`config.mk`:
```
export PLATFORM = sky130hd
export DESIGN_NAME = pop3_line_classifier
export DESIGN_NICKNAME = d
export VERILOG_FILES = /design/src/plc_pkg.sv /design/src/plc_front.sv /design/src/plc_queue.sv /design/src/plc_back.sv /design/src/pop3_line_classifier.sv
export SDC_FILE = /design/constraint.sdc
export NUM_CORES = 1
export LEC_CHECK = 0
export BUFFER_PORTS_ARGS = -buffer_cell sky130_fd_sc_hd__buf_2
export CAP_MARGIN = 20
export CELL_PAD_IN_SITES_DETAIL_PLACEMENT = 0
export CELL_PAD_IN_SITES_GLOBAL_PLACEMENT = 2
export CORE_ASPECT_RATIO = 1.5
export CORE_MARGIN = 8
export CORE_UTILIZATION = 48
export DETAILED_ROUTE_END_ITERATION = 10
export PLACE_DENSITY = 0.84
export RECOVER_POWER = 25
export SLEW_MARGIN = 20
export SYNTH_ARGS = -nofsm -noshare
export SYNTH_HDL_FRONTEND = slang
export SYNTH_HIERARCHICAL = 1
export SYNTH_SLANG_ARGS = --single-unit
```
`constraint.sdc`:
```
create_clock -name i_clk -period 14.1 [get_ports i_clk]
set_input_delay 1.41 -clock i_clk [delete_from_list [all_inputs] [get_ports i_clk]]
set_output_delay 1.41 -clock i_clk [all_outputs]
set_load 0.01 [all_outputs]
```
`src/plc_pkg.sv`:
```
// Shared types, codes and line classification functions for the POP3 line classifier.
`default_nettype none
package plc_pkg;

    // Maximum results one input can cause: three released prefix bytes and two payload bytes.
    localparam int MAX_RES = 5;

    typedef enum logic [2:0] {
        PH_START    = 3'd0,
        PH_PLUS     = 3'd1,
        PH_PLUS_O   = 3'd2,
        PH_MINUS    = 3'd3,
        PH_MINUS_E  = 3'd4,
        PH_MINUS_ER = 3'd5,
        PH_BODY     = 3'd6
    } t_phase;

    localparam logic [1:0] KIND_CMD = 2'd0;
    localparam logic [1:0] KIND_POS = 2'd1;
    localparam logic [1:0] KIND_NEG = 2'd2;

    localparam logic [1:0] ROLE_NAME = 2'd0;
    localparam logic [1:0] ROLE_ARG  = 2'd1;
    localparam logic [1:0] ROLE_TEXT = 2'd2;
    localparam logic [1:0] ROLE_NONE = 2'd3;

    localparam logic [2:0] EV_BYTE    = 3'd0;
    localparam logic [2:0] EV_LINE    = 3'd1;
    localparam logic [2:0] EV_EMPTY   = 3'd2;
    localparam logic [2:0] EV_NO_CRLF = 3'd3;
    localparam logic [2:0] EV_NO_DATA = 3'd4;

    localparam logic [7:0] CH_SPACE = 8'h20;
    localparam logic [7:0] CH_CR    = 8'h0D;
    localparam logic [7:0] CH_LF    = 8'h0A;
    localparam logic [7:0] CH_PLUS  = 8'h2B;
    localparam logic [7:0] CH_MINUS = 8'h2D;
    localparam logic [7:0] CH_O     = 8'h4F;
    localparam logic [7:0] CH_K     = 8'h4B;
    localparam logic [7:0] CH_E     = 8'h45;
    localparam logic [7:0] CH_R     = 8'h52;

    typedef struct packed {
        logic [2:0][7:0] held;
        logic [1:0]      held_cnt;
        t_phase          phase;
        logic [1:0]      kind;
        logic            space_seen;
        logic            drop_sp;
        logic            cr_pend;
        logic            has_bytes;
    } t_line;

    typedef struct packed {
        logic [7:0] data;
        logic [1:0] role;
        logic [1:0] kind;
        logic [2:0] ev;
    } t_res;

    typedef struct packed {
        t_res [MAX_RES-1:0] res;
        logic [2:0]         cnt;
    } t_bundle;

    typedef struct packed {
        t_line   st;
        t_bundle bun;
    } t_work;

    function automatic t_work f_emit(t_work w, logic [7:0] d, logic [1:0] role,
                                     logic [1:0] kind, logic [2:0] ev);
        if (w.bun.cnt < 3'(MAX_RES)) begin
            w.bun.res[w.bun.cnt] = '{data: d, role: role, kind: kind, ev: ev};
            w.bun.cnt = 3'(w.bun.cnt + 3'd1);
        end
        return w;
    endfunction

    function automatic t_line f_clear(t_line st);
        st.held_cnt   = 2'd0;
        st.phase      = PH_START;
        st.kind       = KIND_CMD;
        st.space_seen = 1'b0;
        st.drop_sp    = 1'b0;
        st.cr_pend    = 1'b0;
        st.has_bytes  = 1'b0;
        return st;
    endfunction

    function automatic t_work f_body(t_work w, logic [7:0] b);
        if (w.st.drop_sp) begin
            w.st.drop_sp = 1'b0;
            if (b == CH_SPACE) begin
                return w;
            end
        end
        if (w.st.kind != KIND_CMD) begin
            w = f_emit(w, b, ROLE_TEXT, w.st.kind, EV_BYTE);
        end else if (!w.st.space_seen) begin
            if (b == CH_SPACE) begin
                w.st.space_seen = 1'b1;
            end else begin
                w = f_emit(w, b, ROLE_NAME, KIND_CMD, EV_BYTE);
            end
        end else begin
            w = f_emit(w, b, ROLE_ARG, KIND_CMD, EV_BYTE);
        end
        return w;
    endfunction

    // Prefix did not match: held bytes go out as command name bytes.
    function automatic t_work f_release(t_work w);
        logic [1:0] n;
        n = w.st.held_cnt;
        w.st.phase    = PH_BODY;
        w.st.kind     = KIND_CMD;
        w.st.held_cnt = 2'd0;
        for (int i = 0; i < 3; i++) begin
            if (2'(i) < n) begin
                w = f_body(w, w.st.held[i]);
            end
        end
        return w;
    endfunction

    function automatic t_work f_hold(t_work w, logic [7:0] b, t_phase ph);
        if (w.st.held_cnt < 2'd3) begin
            w.st.held[w.st.held_cnt] = b;
        end
        w.st.held_cnt = 2'(w.st.held_cnt + 2'd1);
        w.st.phase    = ph;
        return w;
    endfunction

    function automatic t_work f_match(t_work w, logic [1:0] kind);
        w.st.held_cnt = 2'd0;
        w.st.phase    = PH_BODY;
        w.st.kind     = kind;
        w.st.drop_sp  = 1'b1;
        return w;
    endfunction

    function automatic t_work f_data(t_work w, logic [7:0] b);
        w.st.has_bytes = 1'b1;
        case (w.st.phase)
            PH_START: begin
                if (b == CH_PLUS) begin
                    return f_hold(w, b, PH_PLUS);
                end
                if (b == CH_MINUS) begin
                    return f_hold(w, b, PH_MINUS);
                end
                w.st.phase = PH_BODY;
                w.st.kind  = KIND_CMD;
            end
            PH_PLUS: begin
                if (b == CH_O) begin
                    return f_hold(w, b, PH_PLUS_O);
                end
                w = f_release(w);
            end
            PH_PLUS_O: begin
                if (b == CH_K) begin
                    return f_match(w, KIND_POS);
                end
                w = f_release(w);
            end
            PH_MINUS: begin
                if (b == CH_E) begin
                    return f_hold(w, b, PH_MINUS_E);
                end
                w = f_release(w);
            end
            PH_MINUS_E: begin
                if (b == CH_R) begin
                    return f_hold(w, b, PH_MINUS_ER);
                end
                w = f_release(w);
            end
            PH_MINUS_ER: begin
                if (b == CH_R) begin
                    return f_match(w, KIND_NEG);
                end
                w = f_release(w);
            end
            default: begin
            end
        endcase
        return f_body(w, b);
    endfunction

    function automatic t_work f_step(t_line st, logic [7:0] b, logic eod);
        t_work w;
        w.st  = st;
        w.bun = '0;
        if (eod) begin
            if (w.st.has_bytes || w.st.cr_pend || (w.st.held_cnt != 2'd0)) begin
                w = f_emit(w, 8'd0, ROLE_NONE, KIND_CMD, EV_NO_CRLF);
            end else begin
                w = f_emit(w, 8'd0, ROLE_NONE, KIND_CMD, EV_NO_DATA);
            end
            w.st = f_clear(w.st);
        end else if (w.st.cr_pend && (b == CH_LF)) begin
            w.st.cr_pend = 1'b0;
            if (!w.st.has_bytes && (w.st.held_cnt == 2'd0)) begin
                w = f_emit(w, 8'd0, ROLE_NONE, KIND_CMD, EV_EMPTY);
            end else begin
                if ((w.st.phase != PH_BODY) && (w.st.held_cnt != 2'd0)) begin
                    w = f_release(w);
                end
                w = f_emit(w, 8'd0, ROLE_NONE, w.st.kind, EV_LINE);
            end
            w.st = f_clear(w.st);
        end else begin
            if (w.st.cr_pend) begin
                w.st.cr_pend = 1'b0;
                w = f_data(w, CH_CR);
            end
            if (b == CH_CR) begin
                w.st.cr_pend = 1'b1;
            end else begin
                w = f_data(w, b);
            end
        end
        return w;
    endfunction

endpackage
`default_nettype wire

```
`src/plc_front.sv`:
```
// Front end: takes stream bytes, tracks line state and builds the result bundle per request.
`default_nettype none
module plc_front (
    input  wire logic              i_clk,
    input  wire logic              i_rst_n,
    input  wire logic              i_valid,
    input  wire logic [7:0]        i_in_byte,
    input  wire logic              i_end_of_data,
    input  wire logic              i_full,
    output plc_pkg::t_bundle       o_bundle,
    output logic                   o_push
);

    plc_pkg::t_line r_st;
    plc_pkg::t_line n_st;
    plc_pkg::t_work step;
    logic           acc;

    assign acc = i_valid && !i_full;

    always_comb begin
        step = plc_pkg::f_step(r_st, i_in_byte, i_end_of_data);
    end

    // next line state
    always_comb begin
        n_st = acc ? step.st : r_st;
    end

    // bundle to the queue; a request that only holds prefix bytes pushes nothing
    always_comb begin
        o_bundle = step.bun;
        o_push   = acc && (step.bun.cnt != 3'd0);
    end

    always_ff @(posedge i_clk) begin
        r_st.held <= n_st.held;
        if (!i_rst_n) begin
            r_st.held_cnt   <= 2'd0;
            r_st.phase      <= plc_pkg::PH_START;
            r_st.kind       <= plc_pkg::KIND_CMD;
            r_st.space_seen <= 1'b0;
            r_st.drop_sp    <= 1'b0;
            r_st.cr_pend    <= 1'b0;
            r_st.has_bytes  <= 1'b0;
        end else begin
            r_st.held_cnt   <= n_st.held_cnt;
            r_st.phase      <= n_st.phase;
            r_st.kind       <= n_st.kind;
            r_st.space_seen <= n_st.space_seen;
            r_st.drop_sp    <= n_st.drop_sp;
            r_st.cr_pend    <= n_st.cr_pend;
            r_st.has_bytes  <= n_st.has_bytes;
        end
    end

`ifndef ASSERT_OFF
    a_held_in_prefix: assert property (@(posedge i_clk) disable iff (!i_rst_n)
        (r_st.held_cnt != 2'd0) |->
            (r_st.phase != plc_pkg::PH_BODY) && (r_st.phase != plc_pkg::PH_START))
        else $error("held prefix bytes outside a prefix phase");
    a_drop_on_resp: assert property (@(posedge i_clk) disable iff (!i_rst_n)
        r_st.drop_sp |-> (r_st.kind != plc_pkg::KIND_CMD))
        else $error("space drop armed on a command line");
`endif

endmodule
`default_nettype wire

```
`src/plc_queue.sv`:
```
// Bundle queue between the front end and the result serialiser.
`default_nettype none
module plc_queue #(
    parameter int DEPTH = 4
) (
    input  wire logic              i_clk,
    input  wire logic              i_rst_n,
    input  wire logic              i_push,
    input  wire plc_pkg::t_bundle  i_data,
    input  wire logic              i_pop,
    output plc_pkg::t_bundle       o_data,
    output logic                   o_full,
    output logic                   o_empty
);

    localparam int AW = (DEPTH > 1) ? $clog2(DEPTH) : 1;
    localparam int CW = $clog2(DEPTH + 1);

    plc_pkg::t_bundle r_mem [DEPTH];
    logic [AW-1:0]    r_wr;
    logic [AW-1:0]    r_rd;
    logic [CW-1:0]    r_cnt;
    logic [AW-1:0]    n_wr;
    logic [AW-1:0]    n_rd;
    logic [CW-1:0]    n_cnt;
    logic             do_push;
    logic             do_pop;

    assign o_full  = (r_cnt == CW'(DEPTH));
    assign o_empty = (r_cnt == '0);
    assign o_data  = r_mem[r_rd];
    assign do_push = i_push && !o_full;
    assign do_pop  = i_pop && !o_empty;

    always_comb begin
        n_wr  = r_wr;
        n_rd  = r_rd;
        n_cnt = r_cnt;
        if (do_push) begin
            n_wr = (r_wr == AW'(DEPTH - 1)) ? '0 : AW'(r_wr + 1'b1);
        end
        if (do_pop) begin
            n_rd = (r_rd == AW'(DEPTH - 1)) ? '0 : AW'(r_rd + 1'b1);
        end
        if (do_push && !do_pop) begin
            n_cnt = CW'(r_cnt + 1'b1);
        end else if (do_pop && !do_push) begin
            n_cnt = CW'(r_cnt - 1'b1);
        end
    end

    always_ff @(posedge i_clk) begin
        if (do_push) begin
            r_mem[r_wr] <= i_data;
        end
    end

    always_ff @(posedge i_clk) begin
        if (!i_rst_n) begin
            r_wr  <= '0;
            r_rd  <= '0;
            r_cnt <= '0;
        end else begin
            r_wr  <= n_wr;
            r_rd  <= n_rd;
            r_cnt <= n_cnt;
        end
    end

`ifndef ASSERT_OFF
    a_cnt_bound: assert property (@(posedge i_clk) disable iff (!i_rst_n)
        r_cnt <= CW'(DEPTH))
        else $error("queue count beyond depth");
`endif

endmodule
`default_nettype wire

```
`src/plc_back.sv`:
```
// Back end: walks the head bundle one result per cycle, while i_stall is low, into the output register.
`default_nettype none
module plc_back (
    input  wire logic              i_clk,
    input  wire logic              i_rst_n,
    input  wire plc_pkg::t_bundle  i_data,
    input  wire logic              i_empty,
    output logic                   o_pop,
    output logic                   o_valid,
    input  wire logic              i_stall,
    output logic [7:0]             o_out_byte,
    output logic [1:0]             o_byte_role,
    output logic [1:0]             o_line_kind,
    output logic [2:0]             o_event_res,
    output logic                   o_last
);

    logic              r_valid;
    logic              n_valid;
    logic [2:0]        r_idx;
    logic [2:0]        n_idx;
    plc_pkg::t_res     r_res;
    plc_pkg::t_res     n_res;
    logic              r_last;
    logic              n_last;
    logic              load;
    logic              fin;

    assign load = !r_valid || !i_stall;
    assign fin  = (r_idx == 3'(i_data.cnt - 3'd1));

    always_comb begin
        n_valid = r_valid;
        n_idx   = r_idx;
        n_res   = r_res;
        n_last  = r_last;
        o_pop   = 1'b0;
        if (load) begin
            n_valid = !i_empty;
            if (!i_empty) begin
                n_res  = i_data.res[r_idx];
                n_last = fin;
                if (fin) begin
                    o_pop = 1'b1;
                    n_idx = 3'd0;
                end else begin
                    n_idx = 3'(r_idx + 3'd1);
                end
            end
        end
    end

    always_ff @(posedge i_clk) begin
        r_res  <= n_res;
        r_last <= n_last;
        if (!i_rst_n) begin
            r_valid <= 1'b0;
            r_idx   <= 3'd0;
        end else begin
            r_valid <= n_valid;
            r_idx   <= n_idx;
        end
    end

    assign o_valid     = r_valid;
    assign o_out_byte  = r_res.data;
    assign o_byte_role = r_res.role;
    assign o_line_kind = r_res.kind;
    assign o_event_res = r_res.ev;
    assign o_last      = r_last;

`ifndef ASSERT_OFF
    a_idx_in_bundle: assert property (@(posedge i_clk) disable iff (!i_rst_n)
        !i_empty |-> (r_idx < i_data.cnt))
        else $error("result index outside head bundle");
    a_bundle_continues: assert property (@(posedge i_clk) disable iff (!i_rst_n)
        (o_valid && !i_stall && !o_last) |=> o_valid)
        else $error("gap inside a result burst");
`endif

endmodule
`default_nettype wire

```
`src/pop3_line_classifier.sv`:
```
// Top level of the POP3 line classifier: front end, bundle queue and result serialiser.
// Usage:
//  - Input channel (i_valid / o_stall): one stream byte or an end-of-data mark per
//    request, taken at an edge with i_valid high and o_stall low. One request per
//    cycle is accepted while the queue has room.
//  - Output channel (o_valid / i_stall): one result per transfer, o_last on the final
//    result caused by an input. A request may cause zero to five results; one that
//    only holds prefix bytes or a CR causes none.
//  - Result path: the front end writes a request's bundle into the queue at the edge
//    that accepts it; a later edge loads the first result into the output register,
//    which drives o_valid.
//  - Throughput: one request per cycle in while the queue has room, one result per
//    cycle out while i_stall is low; a request's results hold the output in turn. The
//    queue of QUEUE_DEPTH bundles absorbs bursts; o_stall rises only once it is full.
//  - Receiver stall: the output register holds its result, the queue fills, then
//    o_stall goes high; no result is lost or repeated.
//  - Reset (synchronous, active low): line state returns to line start, queue and
//    output register empty. Held prefix bytes need no reset.
`default_nettype none
module pop3_line_classifier #(
    parameter int QUEUE_DEPTH = 4
) (
    input  wire logic       i_clk,
    input  wire logic       i_rst_n,
    input  wire logic       i_valid,
    output logic            o_stall,
    input  wire logic [7:0] i_in_byte,
    input  wire logic       i_end_of_data,
    output logic            o_valid,
    input  wire logic       i_stall,
    output logic [7:0]      o_out_byte,
    output logic [1:0]      o_byte_role,
    output logic [1:0]      o_line_kind,
    output logic [2:0]      o_event_res,
    output logic            o_last
);

    plc_pkg::t_bundle push_bun;
    plc_pkg::t_bundle head_bun;
    logic             push;
    logic             pop;
    logic             full;
    logic             empty;

    // input is held off only while the queue is full
    assign o_stall = full;

    plc_front u_front (
        .i_clk         (i_clk),
        .i_rst_n       (i_rst_n),
        .i_valid       (i_valid),
        .i_in_byte     (i_in_byte),
        .i_end_of_data (i_end_of_data),
        .i_full        (full),
        .o_bundle      (push_bun),
        .o_push        (push)
    );

    plc_queue #(
        .DEPTH (QUEUE_DEPTH)
    ) u_queue (
        .i_clk   (i_clk),
        .i_rst_n (i_rst_n),
        .i_push  (push),
        .i_data  (push_bun),
        .i_pop   (pop),
        .o_data  (head_bun),
        .o_full  (full),
        .o_empty (empty)
    );

    plc_back u_back (
        .i_clk       (i_clk),
        .i_rst_n     (i_rst_n),
        .i_data      (head_bun),
        .i_empty     (empty),
        .o_pop       (pop),
        .o_valid     (o_valid),
        .i_stall     (i_stall),
        .o_out_byte  (o_out_byte),
        .o_byte_role (o_byte_role),
        .o_line_kind (o_line_kind),
        .o_event_res (o_event_res),
        .o_last      (o_last)
    );

endmodule
`default_nettype wire

```
==> flow_metrics.py <==
metrics = {
    "yosys": {
        "ys_types": 114,
        "synth.area.top_cells": "edfxtp_1 (50%), mux4_2 (8.3%), buf_4 (3.0%)",
        "yosys_warnings": 6,
        "synth_edf_count": 352,
        "synthTopCellsByCount": "edfxtp_1 (352), nand2_1 (157), nor2_1 (143)",
        "avgSynthCellArea_um2": 12.00,
        "async_reset_ff_share_pct": 0,
        "synth-seq-area-share_pct": 52.05,
        "yosys.cell_count.top_type": "edfxtp_1",
        "mappedNetlistArea_um2": 21230,
        "ys.flop_type": "edfxtp_1",
        "yosysTopAreaCell": "edfxtp_1",
        "synthCells": 1769,
        "ys_seq_elements": 376,
        "synth_top_area_share_pct": 49.78,
    },
    "worst_setup_path": {
        "cp.required_ns": 14.26,
        "critical_path_peak_fanout": 63,
        "startpoint_type": "register",
        "cpMostUsedCell": "ha_1",
        "r2r_setup_slack_ns": 2.02,
        "critPathCaptureType": "register",
        "r2r-start": "u_front/r_st[14]",
        "critPathMaxStageDelay_ns": 1.12,
        "arrival_ns": 12.24,
        "path_class": "register to register",
        "r2r_end": "u_queue/r_mem[1][29]",
        "reg2reg_depth": 34,
        "crit_path_top_delay_cell": "nor4_1",
    },
    "finish": {
        "syn_to_final_growth_pct": 5.887,
        "diodes": 0,
        "drive_above_1_share_pct": 13.81,
        "fin_nets": 1735,
    },
    "clock_tree": {
        "tritoncts": "done",
        "numCtsBuffers": 36,
        "cts.sinks": 376,
        "clockRootBuffer": "clkbuf_16",
        "cts_resized": 0,
        "cts_hold_buf": 0,
        "cts_setup_buffers": 0,
        "cts.path.max_buffers": 3,
        "clk_pin_slew_ns": 0.06,
        "htreeDepth": 2,
        "clock_latency_ns": 0.55,
    },
    "floorplan": {
        "die_y_um": 273.6,
        "num_rows": 94,
        "die_w_um": 187.7,
        "coreArea_um2": 43750,
        "ios": 31,
        "die-area_um2": 51360,
        "start_util_pct": 48.53,
    },
    "flow_run": {
        "drv_cap": 5,
    },
    "hold_path": {
        "hold_depth": 2,
        "holdPathEnd": "u_back/o_valid",
        "min-delay-start": "u_back/o_valid",
        "hp-class": "register to register",
    },
    "timing": {
        "setup_tns_ns": 0,
        "fin_crit_ns": 12.08,
        "setup_viol": 0,
        "timing.fmax_mhz": 82.79,
        "period_share_pct": 85.67,
        "grt_setup_unrepaired": "no",
        "drv_slew": 158,
        "skew_ns": 0.02496,
        "maxSlewHeadroom_pct": -142.1,
        "finalHoldViolations": 0,
        "worst_slew_pin_slew_ns": 3.631,
        "whs_ns": 0.4822,
    },
    "global_route": {
        "grt_pass1_vias": 15110,
        "grt_overflow": 0,
        "grt_pass1_wl_um": 103100,
        "antenna_found_initial": 0,
        "grtUsageTotal_pct": 27.08,
        "grt_max_degree": 72,
    },
    "drt": {
        "wl_per_cell_um": 30.71,
        "viasPerCell": 6.602,
        "vias": 15180,
        "post-route-drc-count": 0,
        "detail-route-antenna-nets": 0,
        "routed_wl_um": 70610,
        "dr.pass1.iters": 6,
        "drtIter0Drc": 1309,
    },
    "pwr": {
        "ir_worst_vdd_mv": 0.09354,
        "power.density_nw_per_um2": 137.9,
        "p_leak_uw": 0.007239,
    },
    "status": {
        "status": "finished, violations left",
        "violations": "capacitance limit, slew limit",
    },
    "place": {
        "hpwl_um": 50210,
        "gp_congestion": 0.9949,
        "port_buffers": 30,
    },
}
-- per-stage QoR --
| stage | std cells | utilization [%] | worst slack [ns] | cell area [um2] | total power [uW] |
|---|---|---|---|---|---|
| floorplan | 1780 | - | 4.968 | 21270 | 1921 |
| global placement | 2236 | 48.73 | 3.536 | 21320 | 2071 |
| detailed placement | 2236 | 48.73 | 3.359 | 21320 | 2086 |
| CTS | 2298 | 51.65 | 3.319 | 22600 | 3136 |
| global route | 2299 | 51.38 | 1.244 | 22480 | 3224 |
| finish | 2299 | 51.38 | 2.021 | 22480 | 3100 |
-- layout make-up --
type,count,area [um2]
clock inverter,24,367.9
tap,576,720.7
multi-input combinational,1155,8790
fill,3825,21270
inverter,56,217.7
clock buffer,38,908.4
timing repair buffer,74,422.9
sequential,376,11050
-- cells in the final DEF, fill, tap and decap left out, types with 13 or more instances in the layout --
cell,count
a21oi_1,71
a221oi_1,13
a22oi_1,16
a31oi_1,29
and2_1,18
and3_1,18
buf_4,35
clkbuf_1,32
clkbuf_16,36
dfxtp_1,23
edfxtp_1,352
ha_1,22
inv_1,52
mux2i_1,34
mux4_1,15
mux4_2,78
nand2_1,157
nand2b_1,16
nand3_1,52
nor2_1,143
nor2b_1,15
nor3_1,44
nor4_1,14
o211ai_1,25
o21ai_0,100
o22ai_1,13
o31ai_1,14
-- worst max-delay path, delay by kind of cell, from the launching register on --
| family | cells | cell delay [ns] |
|---|---|---|
| flip-flops | 1 | 0.52 |
| AO/OA/AOI/OAI | 13 | 3.76 |
| buffers and inverters | 4 | 1.48 |
| XOR/XNOR | 1 | 0.40 |
| AND/OR/NAND/NOR | 12 | 4.25 |
| adder cells (fa/ha/maj) | 4 | 1.21 |
-- cells by family after synthesis --
family,synth area share [%]
compound gates,14.26
xor+xnor,0.6070
fa+ha+maj,1.391
buf+inv,6.630
flops,52.05
mux,12.00
other cells,0.01766
simple gates,13.05
-- sequential cells by signal, indices dropped and copies added (netlist names), named ones only --
| name | cells |
|---|---|
| u_front/r_st | 35 |
| u_back/o_line_kind | 2 |
| u_back/o_out_byte | 8 |
| u_back/o_last | 1 |
| u_back/r_idx | 3 |
| u_back/o_byte_role | 2 |
| u_back/o_event_res | 3 |
| u_queue/r_cnt | 3 |
| u_back/o_valid | 1 |
| u_queue/r_rd | 2 |
| u_queue/r_wr | 2 |
| u_queue/r_mem | 312 |
-- metal layers --
layer	part of all wire [%]	up-vias	track usage, %
met5	0	-	0
met1	37	7694	30.90
met4	7.3	0	18.02
met2	50	616	47.55
li1	-	6665	-
met3	4.9	202	3.047
-- worst max path at each step --
stage / from / endpoint / slack (ns) / cells past startpoint
floorplan: u_front/r_st[18] / u_queue/r_mem[0][0] / 4.97 / 38
finish: u_front/r_st[14] / u_queue/r_mem[1][29] / 2.02 / 34
CTS: u_front/r_st[14] / u_queue/r_mem[2][26] / 3.32 / 36
global route: u_front/r_st[13] / u_queue/r_mem[1][29] / 1.24 / 36
detailed placement: u_front/r_st[14] / u_queue/r_mem[1][29] / 3.36 / 36
global placement: u_front/r_st[14] / u_queue/r_mem[1][19] / 3.54 / 36
-- power breakdown --
group | leakage, uW | total (uW) | internal [uW] | switching, uW
clock network | 0.000617 | 1040 | 622 | 417
registers | 0.00348 | 1480 | 1410 | 70.0
logic | 0.00314 | 576 | 252 | 324
total | 0.00724 | 3100 | 2290 | 812
No activity file was read; power rests on OpenSTA's default activity.
